## config.mk

```make
export PLATFORM = sky130hd
export DESIGN_NAME = givens_rotation_unit
export DESIGN_NICKNAME = d
export VERILOG_FILES = /design/src/sv/gru_pkg.sv /design/src/sv/givens_rotation_unit.sv
export SDC_FILE = /design/constraint.sdc
export NUM_CORES = 2
export LEC_CHECK = 0
export ABC_AREA = 1
export BUFFER_PORTS_ARGS = -buffer_cell sky130_fd_sc_hd__buf_2
export CAP_MARGIN = 20
export CORE_MARGIN = 5
export CORE_UTILIZATION = 35
export CTS_CLUSTER_SIZE = 16
export DETAILED_ROUTE_END_ITERATION = 8
export HOLD_SLACK_MARGIN = 0.02
export PLACE_DENSITY = 0.56
export REMOVE_ABC_BUFFERS = 1
export SLEW_MARGIN = 10
export SYNTH_ARGS = -nofsm -noshare
export SYNTH_HDL_FRONTEND = slang
export SYNTH_SLANG_ARGS = --single-unit
export TNS_END_PERCENT = 10
```

## constraint.sdc

```tcl
create_clock -name i_clk -period 30.8 [get_ports i_clk]
set_clock_uncertainty 0.2 [all_clocks]
set_input_delay 1.54 -clock i_clk [delete_from_list [all_inputs] [get_ports i_clk]]
set_output_delay 1.54 -clock i_clk [all_outputs]
set_load 0.01 [all_outputs]
```

## src/sv/gru_pkg.sv

```systemverilog
// ----------------------------------------------------------------------------
// gru_pkg - shared types and constants of the Givens rotation unit
// Operation codes, fixed-point constants and datapath widths.
// ----------------------------------------------------------------------------
`default_nettype none

package gru_pkg;

    typedef logic        [31:0] t_word;
    typedef logic signed [31:0] t_sword;
    typedef logic signed [32:0] t_coef;

    localparam logic OP_GEN   = 1'b0;
    localparam logic OP_APPLY = 1'b1;

    localparam t_sword ONE_Q30  = 32'sh4000_0000;
    localparam t_word  SAT_POS  = 32'h7FFF_FFFF;
    localparam t_word  SAT_NEG  = 32'h8000_0000;

    localparam logic [4:0] CNT_LAST = 5'd31;

endpackage

`default_nettype wire

```

## src/sv/givens_rotation_unit.sv

```systemverilog
// ----------------------------------------------------------------------------
// givens_rotation_unit - bit-serial Givens rotation generate / apply
// Generate: r = isqrt(a^2 + b^2), cos = a/r, sin = b/r (Q2.30), stored.
// Apply: rotate (a, b) with the stored cos/sin, round and saturate.
//
//   channel  direction  handshake                  payload
//   input    in         i_in_valid / o_in_ready    i_operation, i_operand_a/b
//   output   out        o_out_valid / i_out_ready  o_rot_norm, o_cos/sin_value,
//                                                  o_new_a, o_new_b
//
// Generate runs the bit-serial squares, then the two-bit-per-cycle square root,
// then the two parallel restoring divisions and a final quotient rounding step.
// Apply runs the bit-serial multiply steps, then rounding and saturation.
// One item is in flight; the next transfer is taken once the result sits in
// the output register, even while that result waits for i_out_ready.
// Reset is synchronous; it restores the identity rotation and drops o_out_valid.
// ----------------------------------------------------------------------------
`default_nettype none

module givens_rotation_unit
    import gru_pkg::*;
(
    input  wire logic          i_clk,
    input  wire logic          i_rst_n,
    input  wire logic          i_in_valid,
    output logic               o_in_ready,
    input  wire logic          i_operation,
    input  wire logic signed [31:0] i_operand_a,
    input  wire logic signed [31:0] i_operand_b,
    output logic               o_out_valid,
    input  wire logic          i_out_ready,
    output logic        [31:0] o_rot_norm,
    output logic signed [31:0] o_cos_value,
    output logic signed [31:0] o_sin_value,
    output logic signed [31:0] o_new_a,
    output logic signed [31:0] o_new_b
);

    localparam logic [2:0] S_IDLE = 3'd0;
    localparam logic [2:0] S_MUL  = 3'd1;
    localparam logic [2:0] S_SQRT = 3'd2;
    localparam logic [2:0] S_DIV  = 3'd3;
    localparam logic [2:0] S_QFIN = 3'd4;
    localparam logic [2:0] S_RND1 = 3'd5;
    localparam logic [2:0] S_RND2 = 3'd6;
    localparam logic [2:0] S_DONE = 3'd7;

    function automatic t_word f_sat(input logic [63:0] mag, input logic neg);
        logic [63:0] rsum;
        logic [33:0] m;
        logic [33:0] mneg;
        rsum = mag + 64'h2000_0000;
        m    = rsum[63:30];
        mneg = 34'd0 - m;
        if (neg) begin
            f_sat = (m > 34'h0_8000_0000) ? SAT_NEG : mneg[31:0];
        end else begin
            f_sat = (m > 34'h0_7FFF_FFFF) ? SAT_POS : m[31:0];
        end
    endfunction

    logic [2:0]  r_state, n_state;
    logic [4:0]  r_cnt, n_cnt;
    logic        r_o_valid;
    t_sword      r_cos, r_sin;

    logic        r_op, r_sa, r_sb;
    t_word       r_ma, r_mb;
    t_word       r_mra, r_mrb;
    t_coef       r_x0, r_y0, r_x1, r_y1;
    logic signed [34:0] r_hi0, r_hi1;
    t_word       r_lo0, r_lo1;
    logic [63:0] r_rad;
    logic [34:0] r_rem;
    t_word       r_root;
    logic [32:0] r_dra, r_drb;
    t_word       r_qa, r_qb;
    logic [63:0] r_mag0, r_mag1;
    logic        r_ng0, r_ng1;
    t_word       r_na, r_nb;
    t_word       r_o_norm, r_o_na, r_o_nb;
    t_sword      r_o_cos, r_o_sin;

    logic        in_xfer, load_out, cnt_last;
    t_word       in_ma, in_mb;
    t_coef       c_ext, s_ext;
    logic signed [35:0] mac0, mac1;
    logic [34:0] rem_sh, trial;
    logic        sq_ge;
    logic [32:0] dt_a, dt_b;
    logic        dv_ge_a, dv_ge_b;
    logic [32:0] qr_a, qr_b;
    t_sword      cos_q, sin_q;
    logic signed [63:0] acc0, acc1;

    assign in_xfer  = i_in_valid && o_in_ready;
    assign load_out = (r_state == S_DONE) && (!r_o_valid || i_out_ready);
    assign cnt_last = (r_cnt == CNT_LAST);

    assign in_ma = i_operand_a[31] ? 32'd0 - i_operand_a : i_operand_a;
    assign in_mb = i_operand_b[31] ? 32'd0 - i_operand_b : i_operand_b;
    assign c_ext = 33'(r_cos);
    assign s_ext = 33'(r_sin);

    // one multiplier bit of each operand per cycle
    assign mac0 = 36'(r_hi0) + (r_mra[0] ? 36'(r_x0) : 36'sd0)
                             + (r_mrb[0] ? 36'(r_y0) : 36'sd0);
    assign mac1 = 36'(r_hi1) + (r_mra[0] ? 36'(r_x1) : 36'sd0)
                             + (r_mrb[0] ? 36'(r_y1) : 36'sd0);

    // square root, two radicand bits per cycle
    assign rem_sh = {r_rem[32:0], r_rad[63:62]};
    assign trial  = {1'b0, r_root, 2'b01};
    assign sq_ge  = (rem_sh >= trial);

    // restoring division, one quotient bit per cycle
    assign dt_a    = (r_cnt == 5'd0) ? r_dra : {r_dra[31:0], 1'b0};
    assign dt_b    = (r_cnt == 5'd0) ? r_drb : {r_drb[31:0], 1'b0};
    assign dv_ge_a = (dt_a >= {1'b0, r_root});
    assign dv_ge_b = (dt_b >= {1'b0, r_root});

    assign qr_a  = ({1'b0, r_qa} + 33'd1) >> 1;
    assign qr_b  = ({1'b0, r_qb} + 33'd1) >> 1;
    assign cos_q = r_sa ? 32'sd0 - $signed(qr_a[31:0]) : $signed(qr_a[31:0]);
    assign sin_q = r_sb ? 32'sd0 - $signed(qr_b[31:0]) : $signed(qr_b[31:0]);

    assign acc0 = $signed({r_hi0[31:0], r_lo0});
    assign acc1 = $signed({r_hi1[31:0], r_lo1});

    always_comb begin
        n_state = r_state;
        n_cnt   = 5'(r_cnt + 5'd1);
        unique case (r_state)
            S_IDLE: begin
                n_cnt = 5'd0;
                if (in_xfer) begin
                    n_state = S_MUL;
                end
            end
            S_MUL: begin
                if (cnt_last) begin
                    n_state = (r_op == OP_GEN) ? S_SQRT : S_RND1;
                end
            end
            S_SQRT: begin
                if (cnt_last) begin
                    n_state = S_DIV;
                end
            end
            S_DIV: begin
                if (cnt_last) begin
                    n_state = S_QFIN;
                end
            end
            S_QFIN: n_state = S_DONE;
            S_RND1: n_state = S_RND2;
            S_RND2: n_state = S_DONE;
            S_DONE: begin
                if (load_out) begin
                    n_state = S_IDLE;
                end
            end
        endcase
    end

    always_ff @(posedge i_clk) begin
        if (!i_rst_n) begin
            r_state   <= S_IDLE;
            r_cnt     <= 5'd0;
            r_o_valid <= 1'b0;
            r_cos     <= ONE_Q30;
            r_sin     <= 32'sd0;
        end else begin
            r_state <= n_state;
            r_cnt   <= n_cnt;
            if (load_out) begin
                r_o_valid <= 1'b1;
            end else if (i_out_ready) begin
                r_o_valid <= 1'b0;
            end
            if (r_state == S_QFIN) begin
                if (r_root == 32'd0) begin
                    r_cos <= ONE_Q30;
                    r_sin <= 32'sd0;
                end else begin
                    r_cos <= cos_q;
                    r_sin <= sin_q;
                end
            end
        end
    end

    always_ff @(posedge i_clk) begin
        unique case (r_state)
            S_IDLE: begin
                if (in_xfer) begin
                    r_op  <= i_operation;
                    r_sa  <= i_operand_a[31];
                    r_sb  <= i_operand_b[31];
                    r_ma  <= in_ma;
                    r_mb  <= in_mb;
                    r_mra <= in_ma;
                    r_mrb <= in_mb;
                    r_hi0 <= 35'sd0;
                    r_hi1 <= 35'sd0;
                    r_lo0 <= 32'd0;
                    r_lo1 <= 32'd0;
                    if (i_operation == OP_GEN) begin
                        r_x0 <= $signed({1'b0, in_ma});
                        r_y0 <= $signed({1'b0, in_mb});
                    end else begin
                        r_x0 <= i_operand_a[31] ? -c_ext : c_ext;
                        r_y0 <= i_operand_b[31] ? -s_ext : s_ext;
                    end
                    r_x1 <= i_operand_a[31] ? s_ext : -s_ext;
                    r_y1 <= i_operand_b[31] ? -c_ext : c_ext;
                end
            end
            S_MUL: begin
                r_hi0 <= mac0[35:1];
                r_hi1 <= mac1[35:1];
                r_lo0 <= {mac0[0], r_lo0[31:1]};
                r_lo1 <= {mac1[0], r_lo1[31:1]};
                r_mra <= r_mra >> 1;
                r_mrb <= r_mrb >> 1;
                if (cnt_last) begin
                    r_rad  <= {mac0[32:0], r_lo0[31:1]};
                    r_rem  <= 35'd0;
                    r_root <= 32'd0;
                end
            end
            S_SQRT: begin
                r_rad  <= {r_rad[61:0], 2'b00};
                r_rem  <= sq_ge ? rem_sh - trial : rem_sh;
                r_root <= {r_root[30:0], sq_ge};
                if (cnt_last) begin
                    r_dra <= {1'b0, r_ma};
                    r_drb <= {1'b0, r_mb};
                end
            end
            S_DIV: begin
                r_dra <= dv_ge_a ? dt_a - {1'b0, r_root} : dt_a;
                r_drb <= dv_ge_b ? dt_b - {1'b0, r_root} : dt_b;
                r_qa  <= {r_qa[30:0], dv_ge_a};
                r_qb  <= {r_qb[30:0], dv_ge_b};
            end
            S_QFIN: begin
            end
            S_RND1: begin
                r_ng0  <= acc0[63];
                r_ng1  <= acc1[63];
                r_mag0 <= acc0[63] ? 64'd0 - acc0 : acc0;
                r_mag1 <= acc1[63] ? 64'd0 - acc1 : acc1;
            end
            S_RND2: begin
                r_na <= f_sat(r_mag0, r_ng0);
                r_nb <= f_sat(r_mag1, r_ng1);
            end
            S_DONE: begin
                if (load_out) begin
                    r_o_cos <= r_cos;
                    r_o_sin <= r_sin;
                    if (r_op == OP_GEN) begin
                        r_o_norm <= r_root;
                        r_o_na   <= 32'd0;
                        r_o_nb   <= 32'd0;
                    end else begin
                        r_o_norm <= 32'd0;
                        r_o_na   <= r_na;
                        r_o_nb   <= r_nb;
                    end
                end
            end
        endcase
    end

    assign o_in_ready  = (r_state == S_IDLE);
    assign o_out_valid = r_o_valid;
    assign o_rot_norm  = r_o_norm;
    assign o_cos_value = r_o_cos;
    assign o_sin_value = r_o_sin;
    assign o_new_a     = $signed(r_o_na);
    assign o_new_b     = $signed(r_o_nb);

endmodule

`default_nettype wire

```

==> reports/results.ini <==
[placement]
io_buffers = 230
finalWeightedCongestion = 0.9391
hpwl_um = 165100
post_dp_cell_area_um2 = 68650

[die]
placement_rows = 158
placeableCoreArea_um2 = 184800
initial_core_util = 0.3508
die_area_um2 = 194000
io_pins = 231
dieHeight_um = 440.4
die_w_um = 440.4

[drt]
viasPerCell = 5.094
drt-wirelength-per-cell_um = 20.02
detail_route.drc_violations = 0
route.antenna.remaining_nets = 0
firstDrtPassIters = 8
iter_0_drt_violations = 4795
routed-via-count = 54930
drt_wl_total_um = 215800

[sta]
rsz_0062_raised_after_global_routing = false
timing_hold_violations_final = 0
worst_slew_margin_rel = 0.2464
final.period_utilization = 0.1739
worst_slew_pin_slew_ns = 1.130
hold_ws_ns = 0.2744
clock.fmax_mhz = 186.7
fin_setup_tns_ns = 0
final_max_slew_viol_count = 0
setup_viol_count_final = 0
fin_crit_ns = 5.356

[clocking]
path_clk_slew_ns = 0.06
cts-buffers-inserted = 115
post_cts_hold_buffers = 0
clock_latency_at_the_later_pin_of_the_worst_skew_pair_ns = 0.77
cts-htree-levels = 3
clock_path_buffers = 3
clock-sinks = 1025
post_cts_resized = 0
postCtsSetupRepairBufs = 0
tritoncts_clock_tree = yes
clock_tree.root_cell = sky130_fd_sc_hd__clkbuf_16

[power_and_ir_drop]
post-layout-total-power_mw = 7.134
ir_worst_vdd_mv = 0.05455
powerDensity_nw_per_um2 = 98.11
static-leakage-power_nw = 30.98

[worst_setup_path]
r2r-start = r_cnt[0]
worst-r2r-cell-count = 23
cp-start-kind = register
arrival_ns = 5.69
reg2reg_slack_ns = 25.44
worst-setup-path-type = register to register
critical_path.max_fanout = 68
worst_setup_path_end_kind = register
r2r-end = r_dra[31]
required_ns = 31.13

[synthesis]
synth_async_sr_flop_share = 0
synthMostInstantiatedCell = sky130_fd_sc_hd__nand2_1
synth_seq_area_share = 0.4634
top_cell_type_by_total_area_after_synthesis = sky130_fd_sc_hd__edfxtp_1
post_synthesis_instance_total = 8030
dominantRegCellSynth = sky130_fd_sc_hd__edfxtp_1
synth_area_per_cell_um2 = 8.075
synth_common_cells = sky130_fd_sc_hd__nand2_1, sky130_fd_sc_hd__inv_1, sky130_fd_sc_hd__edfxtp_1
ys_warn_count = 0
ys_ff_latch = 1025
synth_enable_flop_cells = 952
ys_top_cells_by_area = sky130_fd_sc_hd__edfxtp_1, sky130_fd_sc_hd__nand2_1, sky130_fd_sc_hd__inv_1
mappedNetlistArea_um2 = 64840
netlist-cell-type-count = 65
synth_top_cell_area_share = 0.4409

[cells_and_area]
layout-area-overhead-vs-synth_pct = 12.15
post_route_cells_drive_above_1_share = 0.07494
regArea_um2 = 30050
area_taken_by_multi_input_logic_gates_um2 = 29910
fillerInstances = 18860
final_cell_area_um2 = 72710
nNetsFinal = 8529

[global_route]
global_route.usage.total = 0.2178
use_met2 = 0.3598
met3_usage = 0.03107
grt_start_max_net_pins = 108
first_global_vias = 52770
grt-ovfl-total = 0
grt_pass1_wl_um = 324600
global_route.peak_usage_layer = met2
grt_util_met1 = 0.2923
grt_antenna_before_repair = 12

[hold_path]
min_delay_worst_endpoint = r_cnt[0]
hold_path.startpoint = r_cnt[0]
hold-path-cell-count = 1
worstHoldPathType = register to register

[flow_run]
cap_viol_max_count = 0

[outcome]
run_status = finished clean

kinds of logic after synthesis:
logic type / count (synthesis) / share of synthesized area
simple gates: 3795 / 0.2454
buf+inv: 1309 / 0.07663
compound gates: 1301 / 0.1093
flops: 1025 / 0.4634
xor+xnor: 343 / 0.04709
fa+ha+maj: 257 / 0.05816
flip-flops by register name, indices dropped and copies added, names as in the netlist, 35 cells and up:
signal,count
r_rad,64
r_hi0,35
r_hi1,35
r_mag0,35
r_mag1,35
metal layers:
metal | wire, um | part of all wire
met1 | 95140 | 0.44
met3 | 12890 | 0.060
met4 | 8065 | 0.037
met5 | 34 | 0.00016
met2 | 99710 | 0.46
critical path, stage by stage (launching register included):
cell and delay (ns):
sky130_fd_sc_hd__dfxtp_1 0.37, sky130_fd_sc_hd__inv_1 0.06, sky130_fd_sc_hd__ha_1 0.19, sky130_fd_sc_hd__inv_1 0.05, sky130_fd_sc_hd__nor2_1 0.04, sky130_fd_sc_hd__nand2_2 0.05, sky130_fd_sc_hd__buf_4 0.67, sky130_fd_sc_hd__inv_2 0.03
sky130_fd_sc_hd__buf_4 0.38, sky130_fd_sc_hd__nand2_1 0.13, sky130_fd_sc_hd__o21ai_0 0.14, sky130_fd_sc_hd__ha_1 0.46, sky130_fd_sc_hd__nand2_1 0.10, sky130_fd_sc_hd__nor2_1 0.27, sky130_fd_sc_hd__nand2_1 0.12, sky130_fd_sc_hd__nor3_1 0.14
sky130_fd_sc_hd__nand2_1 0.07, sky130_fd_sc_hd__o211ai_1 0.20, sky130_fd_sc_hd__nand4_2 0.39, sky130_fd_sc_hd__nand2_2 0.43, sky130_fd_sc_hd__buf_12 0.26, sky130_fd_sc_hd__nand3_1 0.11, sky130_fd_sc_hd__nand3_1 0.08, sky130_fd_sc_hd__nand2_1 0.06
through the flow:
stage	std cells	util	worst slack [ns]
final	10780	0.3934	25.44
after floorplan	7802	-	13.14
after global placement	10560	0.3714	25.17
after detailed placement	10560	0.3714	25.04
after CTS	10780	0.3929	25.04
after global routing	10780	0.3933	25.01
placed cells by master (no fill, tap or decap), drive strengths merged, types with 74 or more instances in the layout:
cell type	n
buf	284
clkbuf	151
nand4	121
nor2	939
fa	74
nor3	108
nand2	2156
nand3	353
ha	183
xor2	248
a21oi	400
o21ai	691
xnor2	95
edfxtp	952
inv	1084
cell type report:
cell class	instances	share of cell area
inverter	1081	0.05585
sequential	1025	0.4132
clock buffer	151	0.04371
multi-input combinational	5696	0.4113
timing repair buffer	284	0.02209
tap	2480	0.04267
clock inverter	63	0.01094
antenna	4	0.0001377
report_power, final:
part           total [mW]  leakage, nW  internal [mW]  switching (mW)
Sequential           2.29         9.58           2.06           0.231
Combinational        3.40         19.5           1.05            2.35
Clock                1.44         1.90          0.833           0.610
Total                7.13         31.0           3.94            3.19
worst max-delay path by stage:
stage	from	endpoint	slack, ns
after floorplan	r_state[0]	r_rad[0]	13.14
after global placement	r_cnt[0]	r_dra[24]	25.17
after detailed placement	r_cnt[0]	r_dra[24]	25.04
after CTS	r_cnt[0]	r_dra[24]	25.04
after global routing	r_cnt[0]	r_dra[11]	25.01
final	r_cnt[0]	r_dra[31]	25.44
(Power assumes the default switching activity.)
